<file path="config.mk">
export PLATFORM = sky130hd
export DESIGN_NAME = octree_child_neighbour_context_select_core
export DESIGN_NICKNAME = d
export VERILOG_FILES = /design/src/sv/ocnc_pkg.sv /design/src/sv/ocnc_select.sv /design/src/sv/octree_child_neighbour_context_select_core.sv
export SDC_FILE = /design/constraint.sdc
export NUM_CORES = 1
export LEC_CHECK = 0
export ABC_AREA = 0
export BUFFER_PORTS_ARGS = -buffer_cell sky130_fd_sc_hd__buf_2
export CAP_MARGIN = 15
export CORE_AREA = 2 2 67 94
export CTS_BUF_LIST = sky130_fd_sc_hd__clkbuf_16
export DETAILED_ROUTE_END_ITERATION = 8
export DIE_AREA = 0 0 69 96
export GPL_ROUTABILITY_DRIVEN = 0
export PLACE_DENSITY_LB_ADDON = 0.2
export SYNTH_ARGS = -nofsm -noshare
export SYNTH_HDL_FRONTEND = slang
export SYNTH_SLANG_ARGS = --single-unit
</file>
<file path="constraint.sdc">
create_clock -name clk -period 3.9 [get_ports clk]
set_clock_uncertainty 0.1 [all_clocks]
set_input_delay 0.78 -clock clk [delete_from_list [all_inputs] [get_ports clk]]
set_output_delay 0.78 -clock clk [all_outputs]
set_load 0.05 [all_outputs]
</file>
<file path="src/sv/ocnc_pkg.sv">
// Package for the octree child neighbour context select core.
// Holds the context bit set type shared by the selection logic and the top level.
// Depends on nothing.
package ocnc_pkg;

	localparam int unsigned PlaneBitsW = 56;
	localparam int unsigned SiblingW = 7;

	typedef struct packed {
		logic cx;
		logic cy;
		logic cz;
		logic lx;
		logic ly;
		logic lz;
		logic cn;
	} ctx_t;

endpackage

</file>
<file path="src/sv/ocnc_select.sv">
// Combinational context selection for one child of an octree node.
// Picks the seven context bits from the plane bits or the sibling bits.
// Depends on ocnc_pkg.
module ocnc_select
	import ocnc_pkg::*;
(
	input  logic [2:0]            child_index,
	input  logic [2:0]            skip_mask,
	input  logic [PlaneBitsW-1:0] plane_bits,
	input  logic [SiblingW-1:0]   sibling_bits,
	output ctx_t                  ctx
);

	logic dx;
	logic dy;
	logic dz;

	function automatic logic pb(input logic [PlaneBitsW-1:0] v, input int unsigned p,
			input int unsigned c);
		return v[p * 8 + c];
	endfunction

	assign dx = skip_mask[2];
	assign dy = skip_mask[1];
	assign dz = skip_mask[0];

	always_comb begin
		logic [PlaneBitsW-1:0] v;
		logic [SiblingW-1:0]   s;
		v = plane_bits;
		s = sibling_bits;
		ctx = '0;
		case (child_index)
			3'd0: begin
				ctx.cx = pb(v, 0, 4);
				ctx.cy = pb(v, 1, 2);
				ctx.cz = pb(v, 2, 1);
				ctx.lx = pb(v, 5, 3);
				ctx.ly = pb(v, 4, 5);
				ctx.lz = pb(v, 3, 6);
				ctx.cn = pb(v, 6, 7);
			end
			3'd1: begin
				ctx.cx = pb(v, 0, 5);
				ctx.cy = pb(v, 1, 3);
				if (dz) begin
					ctx.cz = pb(v, 2, 1);
					ctx.lx = pb(v, 5, 3);
					ctx.ly = pb(v, 4, 5);
					ctx.lz = pb(v, 3, 7);
					ctx.cn = pb(v, 6, 7);
				end else begin
					ctx.cz = s[0];
					ctx.lx = pb(v, 1, 2);
					ctx.ly = pb(v, 0, 4);
					ctx.lz = pb(v, 3, 7);
					ctx.cn = pb(v, 3, 6);
				end
			end
			3'd2: begin
				ctx.cx = pb(v, 0, 6);
				ctx.cz = pb(v, 2, 3);
				if (dy) begin
					ctx.cy = pb(v, 1, 2);
					ctx.lx = pb(v, 5, 3);
					ctx.ly = pb(v, 4, 7);
					ctx.lz = pb(v, 3, 6);
					ctx.cn = pb(v, 6, 7);
				end else begin
					ctx.cy = s[0];
					ctx.lx = pb(v, 2, 1);
					ctx.ly = pb(v, 4, 7);
					ctx.lz = pb(v, 0, 4);
					ctx.cn = pb(v, 4, 5);
				end
			end
			3'd3: begin
				ctx.cx = pb(v, 0, 7);
				ctx.cy = dy ? pb(v, 1, 3) : s[1];
				ctx.cz = dz ? pb(v, 2, 3) : s[2];
				if (dz) begin
					ctx.lx = pb(v, 2, 1);
					ctx.ly = pb(v, 4, 7);
					ctx.lz = pb(v, 0, 5);
					ctx.cn = pb(v, 4, 5);
				end else if (dy) begin
					ctx.lx = pb(v, 1, 2);
					ctx.ly = pb(v, 0, 6);
					ctx.lz = pb(v, 3, 7);
					ctx.cn = pb(v, 3, 6);
				end else begin
					ctx.lx = s[0];
					ctx.ly = pb(v, 0, 6);
					ctx.lz = pb(v, 0, 5);
					ctx.cn = pb(v, 0, 4);
				end
			end
			3'd4: begin
				ctx.cy = pb(v, 1, 6);
				ctx.cz = pb(v, 2, 5);
				if (dx) begin
					ctx.cx = pb(v, 0, 4);
					ctx.lx = pb(v, 5, 7);
					ctx.ly = pb(v, 4, 5);
					ctx.lz = pb(v, 3, 6);
					ctx.cn = pb(v, 6, 7);
				end else begin
					ctx.cx = s[0];
					ctx.lx = pb(v, 5, 7);
					ctx.ly = pb(v, 1, 1);
					ctx.lz = pb(v, 1, 2);
					ctx.cn = pb(v, 5, 3);
				end
			end
			3'd5: begin
				ctx.cx = dx ? pb(v, 0, 5) : s[1];
				ctx.cy = pb(v, 1, 7);
				ctx.cz = dz ? pb(v, 2, 5) : s[4];
				if (dz) begin
					ctx.lx = pb(v, 5, 7);
					ctx.ly = pb(v, 2, 1);
					ctx.lz = pb(v, 1, 3);
					ctx.cn = pb(v, 5, 3);
				end else if (dx) begin
					ctx.lx = pb(v, 1, 6);
					ctx.ly = pb(v, 0, 4);
					ctx.lz = pb(v, 3, 7);
					ctx.cn = pb(v, 3, 4);
				end else begin
					ctx.lx = pb(v, 1, 6);
					ctx.ly = s[0];
					ctx.lz = pb(v, 1, 3);
					ctx.cn = pb(v, 1, 2);
				end
			end
			3'd6: begin
				ctx.cx = dx ? pb(v, 0, 6) : s[2];
				ctx.cy = dy ? pb(v, 1, 6) : s[4];
				ctx.cz = pb(v, 2, 7);
				if (dx && dy) begin
					ctx.lx = pb(v, 5, 7);
					ctx.ly = pb(v, 4, 7);
					ctx.lz = pb(v, 3, 6);
					ctx.cn = pb(v, 6, 7);
				end else if (dx) begin
					ctx.lx = pb(v, 2, 5);
					ctx.ly = pb(v, 4, 7);
					ctx.lz = pb(v, 0, 4);
					ctx.cn = pb(v, 4, 5);
				end else if (dy) begin
					ctx.lx = pb(v, 5, 5);
					ctx.ly = pb(v, 2, 3);
					ctx.lz = pb(v, 1, 2);
					ctx.cn = pb(v, 5, 3);
				end else begin
					ctx.lx = pb(v, 2, 5);
					ctx.ly = pb(v, 2, 3);
					ctx.lz = s[0];
					ctx.cn = pb(v, 2, 1);
				end
			end
			default: begin
				ctx.cx = dx ? pb(v, 0, 7) : s[3];
				ctx.cy = dy ? pb(v, 1, 7) : s[5];
				ctx.cz = dz ? pb(v, 2, 7) : s[6];
				if (dx && dy && dz) begin
					ctx.lx = pb(v, 5, 7);
					ctx.ly = pb(v, 4, 7);
					ctx.lz = pb(v, 3, 7);
					ctx.cn = pb(v, 6, 7);
				end else if (dx && dy) begin
					ctx.lx = pb(v, 1, 6);
					ctx.ly = pb(v, 0, 6);
					ctx.lz = pb(v, 3, 7);
					ctx.cn = pb(v, 3, 6);
				end else if (dx && dz) begin
					ctx.lx = pb(v, 1, 5);
					ctx.ly = pb(v, 4, 7);
					ctx.lz = pb(v, 0, 5);
					ctx.cn = pb(v, 4, 5);
				end else if (dy && dz) begin
					ctx.lx = pb(v, 5, 7);
					ctx.ly = pb(v, 2, 3);
					ctx.lz = pb(v, 0, 3);
					ctx.cn = pb(v, 5, 3);
				end else if (dx) begin
					ctx.lx = s[4];
					ctx.ly = pb(v, 0, 6);
					ctx.lz = pb(v, 0, 5);
					ctx.cn = pb(v, 0, 4);
				end else if (dy) begin
					ctx.lx = pb(v, 1, 6);
					ctx.ly = s[2];
					ctx.lz = pb(v, 1, 3);
					ctx.cn = pb(v, 1, 2);
				end else if (dz) begin
					ctx.lx = pb(v, 2, 5);
					ctx.ly = pb(v, 2, 3);
					ctx.lz = s[1];
					ctx.cn = pb(v, 2, 1);
				end else begin
					ctx.lx = s[4];
					ctx.ly = s[2];
					ctx.lz = s[1];
					ctx.cn = s[0];
				end
			end
		endcase
	end

endmodule

</file>
<file path="src/sv/octree_child_neighbour_context_select_core.sv">
// Octree child neighbour context select core: input register, selection, result register.
// The done strobe comes from the result register, which follows the input register; one transaction per cycle.
// The selection in ocnc_select is the only logic between the two registers; busy stays low.
// Reset (arst_n, asynchronous, active low) clears the valid and done flags only.
// Depends on ocnc_pkg and ocnc_select.
module octree_child_neighbour_context_select_core
	import ocnc_pkg::*;
(
	input  logic                  clk,
	input  logic                  arst_n,
	input  logic                  start,
	output logic                  busy,
	input  logic [2:0]            child_index,
	input  logic [2:0]            skip_mask,
	input  logic [PlaneBitsW-1:0] plane_bits,
	input  logic [SiblingW-1:0]   sibling_bits,
	output logic                  done,
	output logic                  ctx_child_x,
	output logic                  ctx_child_y,
	output logic                  ctx_child_z,
	output logic                  ctx_lean_x,
	output logic                  ctx_lean_y,
	output logic                  ctx_lean_z,
	output logic                  ctx_corner
);

	logic                  valid_s1;
	logic [2:0]            child_index_s1;
	logic [2:0]            skip_mask_s1;
	logic [PlaneBitsW-1:0] plane_bits_s1;
	logic [SiblingW-1:0]   sibling_bits_s1;
	ctx_t                  ctx_sel;
	ctx_t                  ctx_s2;
	logic                  done_s2;

	assign busy = 1'b0;

	always_ff @(posedge clk or negedge arst_n) begin
		if (!arst_n) begin
			valid_s1 <= 1'b0;
			done_s2  <= 1'b0;
		end else begin
			valid_s1 <= start && !busy;
			done_s2  <= valid_s1;
		end
	end

	always_ff @(posedge clk) begin
		if (start && !busy) begin
			child_index_s1  <= child_index;
			skip_mask_s1    <= skip_mask;
			plane_bits_s1   <= plane_bits;
			sibling_bits_s1 <= sibling_bits;
		end
		if (valid_s1) begin
			ctx_s2 <= ctx_sel;
		end
	end

	ocnc_select u_select (
		.child_index  (child_index_s1),
		.skip_mask    (skip_mask_s1),
		.plane_bits   (plane_bits_s1),
		.sibling_bits (sibling_bits_s1),
		.ctx          (ctx_sel)
	);

	assign done        = done_s2;
	assign ctx_child_x = ctx_s2.cx;
	assign ctx_child_y = ctx_s2.cy;
	assign ctx_child_z = ctx_s2.cz;
	assign ctx_lean_x  = ctx_s2.lx;
	assign ctx_lean_y  = ctx_s2.ly;
	assign ctx_lean_z  = ctx_s2.lz;
	assign ctx_corner  = ctx_s2.cn;

endmodule

</file>
==> impl_metrics.yaml <==
outcome:
  status: "finished, final reports clean"
timing:
  final-max-slew-violation-count: 0
  worst_slack_ns: 1.45
  rsz0062_at_grt: "false"
  period_share_pct: 62.8
  fmax_mhz: 408
  tightest_slew_ns: 1.06
  hold_viol_final: 0
  timing.final.setup_violations: 0
  period_needed_ns: 2.45
  slew_headroom_pct: 29.3
  fin_hold_ws_ns: 0.171
  fin_tns_setup_ns: 0
global_route:
  grt_use_total_pct: 15.5
  antenna_found_initial: 0
  grt_overflow: 0
  grt_max_degree: 39
  grt_pass1_wl_um: 7980
  grt_pass1_vias: 1638
layout:
  area_growth_pct: 15.6
  final_cells: 318
  final_common_cell: "buf_2"
  drive_gt1_share_pct: 24.2
  nNetsFinal: 319
  antenna_cells: 0
  most-common-layout-cells: "buf_2 (47), edfxtp_1 (44), mux2i_1 (19)"
power:
  p_seq_share_pct: 49.7
  p_int_w: 0.000983
  p_per_area_nw_per_um2: 467
  clockPowerShare_pct: 35.1
  p_sw_w: 0.000340
  p_total_w: 0.00132
  ir_drop_uv: 307
  swShare_pct: 25.7
  leakage_nw: 1.10
  combPwrFrac_pct: 15.2
worst_setup_path:
  crit_chain: "mux4_2 > a211oi_1 > a211oi_1"
  start_kind: "flop"
  crit_path_end: "ctx_child_z$_DFFE_PP_"
  r2r_slack_ns: 1.45
  cp.depth: 3
  path_common_cell: "a211oi_1"
  crit_type: "reg2reg"
  r2r-start: "skip_mask_s1[0]$_DFFE_PP_"
  endpoint_kind: "flop"
  ff2ff_path_depth: 3
  critPathLaunch: "skip_mask_s1[0]$_DFFE_PP_"
  critPathArrivalTime_ns: 2.35
  cp.buffers_inverters: 0
  crit_family: "flip-flops"
  critPathSlowestCell: "edfxtp_1"
  cpPeakStageDelay_ns: 1.05
  critPathRequiredTime_ns: 3.80
  path_max_fanout: 31
  r2r_end: "ctx_child_z$_DFFE_PP_"
synthesis:
  synth-seq-cells: 46
  synth_warnings: 0
  avgSynthCellArea_um2: 11.7
  synth_top_family_by_area: "compound AO/OA/AOI/OAI gates"
  netlist_instances: 209
  synth_mux_area_share_pct: 11.0
  yosys.area_share.xor_xnor_pct: 0
  synth_fa_ha_area_share_pct: 0
  yosys.area_share.simple_pct: 11.8
  ys_types: 40
  synth_compound_area_share_pct: 15.8
  ys_seq_area_share_pct: 55.9
  synth_nets: 281
  netlist_area_um2: 2450
clocking:
  cts_root_buf: "clkbuf_16"
  clkSlewWorstSetupHoldPaths_ns: 0.06
  htree_levels: 2
  cts-resized-gates: 0
  holdBufCountCts: 0
  cts_tree: "done"
  cts_buffer_depth: 2
  clock_sinks: 46
  cts_buffers: 5
  clock_latency_ns: 0.28
  postCtsSetupBuffers: 0
floorplanning:
  die_w_um: 69
  initial_core_util_pct: 42.4
  die_y_um: 96
  io_pins: 81
  core_area_um2: 5780
  dieArea_um2: 6620
  core.rowCount: 33
worst_hold_path:
  hp-class: "in2async"
placed_design:
  io_buffer_count: 47
  pre_cts_ws_ns: 1.48
  dp.cells: 310
  dp_hpwl_um: 3330
drt:
  drt_first_pass_iters: 4
  wl_um: 4870
  ant_nets: 0
  drt-wirelength-per-cell_um: 15.3
  drt_iter0_drc: 105
  vias_per_cell: 5.46
  drc: 0
  vias: 1737
job:
  max_cap_viol_count: 0
==> layout make-up <==
type	instances	area, um^2
fill	557	2950
sequential	46	1370
multi-input combinational	140	948
timing repair buffer	47	235
clock buffer	5	125
tap	70	87.6
clock inverter	3	40.0
inverter	7	26.3
==> state kept, by name (all words and copies together), names as in the netlist <==
name and flops:
plane_bits_s1 24, sibling_bits_s1 7, child_index_s1 3, skip_mask_s1 3
ctx_child_x 1, ctx_child_y 1, ctx_child_z 1, ctx_corner 1
ctx_lean_x 1, ctx_lean_y 1, ctx_lean_z 1, done 1
valid_s1 1
==> worst min-delay path by stage <==
stage	from	end	slack, ns	cells past startpoint
after global placement	arst_n	valid_s1$_DFF_PN0_	0.47	1
final	arst_n	done$_DFF_PN0_	0.17	1
after detailed placement	arst_n	valid_s1$_DFF_PN0_	0.47	1
after global routing	arst_n	done$_DFF_PN0_	0.17	1
after CTS	arst_n	valid_s1$_DFF_PN0_	0.17	1
after floorplan	arst_n	done$_DFF_PN0_	0.38	0
==> cell usage after synthesis <==
master | n | area [um^2]
o221ai_1 | 1 | 8.76
mux2i_1 | 19 | 190
nand2b_1 | 10 | 62.6
a31oi_1 | 4 | 25.0
nand2_1 | 14 | 52.6
inv_1 | 6 | 22.5
o211ai_1 | 3 | 22.5
and2_1 | 2 | 12.5
nand3_1 | 3 | 15.0
clkbuf_1 | 1 | 3.75
edfxtp_1 | 44 | 1320
a32oi_1 | 2 | 17.5
a311oi_1 | 1 | 8.76
a22oi_1 | 1 | 7.51
buf_4 | 6 | 45.0
o22a_1 | 2 | 17.5
o22ai_1 | 4 | 25.0
nor2_1 | 12 | 45.0
mux4_2 | 3 | 67.6
a211oi_1 | 8 | 60.1
nor3b_1 | 2 | 15.0
nor3_1 | 3 | 15.0
nor2b_1 | 7 | 43.8
mux2_2 | 1 | 11.3
a222oi_1 | 1 | 10.0
dfrtp_1 | 2 | 50.1
o32a_1 | 1 | 10.0
conb_1 | 1 | 3.75
buf_2 | 7 | 35.0
buf_6 | 2 | 22.5
inv_2 | 1 | 3.75
o2bb2a_1 | 1 | 10.0
o2111ai_1 | 1 | 8.76
nand3b_1 | 2 | 15.0
a21oi_1 | 9 | 45.0
o32ai_1 | 2 | 17.5
and3_1 | 2 | 12.5
a21o_1 | 1 | 7.51
o21ai_1 | 6 | 30.0
o21ai_0 | 11 | 55.1
==> logic make-up (layout without fill, tap and decap cells) <==
group / Yosys count / in the layout
buffers and inverters: 23 / 62
AO/OA/AOI/OAI: 59 / 59
AND/OR/NAND/NOR: 57 / 57
flip-flops: 46 / 46
multiplexers: 23 / 23
other: 1 / 1
==> layer usage <==
metal,part of all wire [%],global-route usage (%),wire (um),vias up
met1,43,18.6,2070,796
met5,0,0,0,-
met4,1.7,6.54,84,0
met2,50,26.8,2420,66
met3,5.9,3.77,286,7
li1,-,-,-,868
==> power groups by stage <==
stage                     combinational [W]  sequential [W]  clock (W)
after floorplan                    0.000139        0.000669          0
after detailed placement           0.000201        0.000667          0
after global routing               0.000221        0.000665   0.000495
after global placement             0.000200        0.000667          0
final                              0.000201        0.000657   0.000465
after CTS                          0.000202        0.000658   0.000477
==> metrics by stage <==
step | instance area (um^2) | util, %
final | 2830 | 49.0
after CTS | 2830 | 49.0
after global routing | 2830 | 49.0
after detailed placement | 2670 | 46.2
after floorplan | 2450 | -
after global placement | 2670 | 46.2
Note: power is estimated with default switching activity, not from simulation.
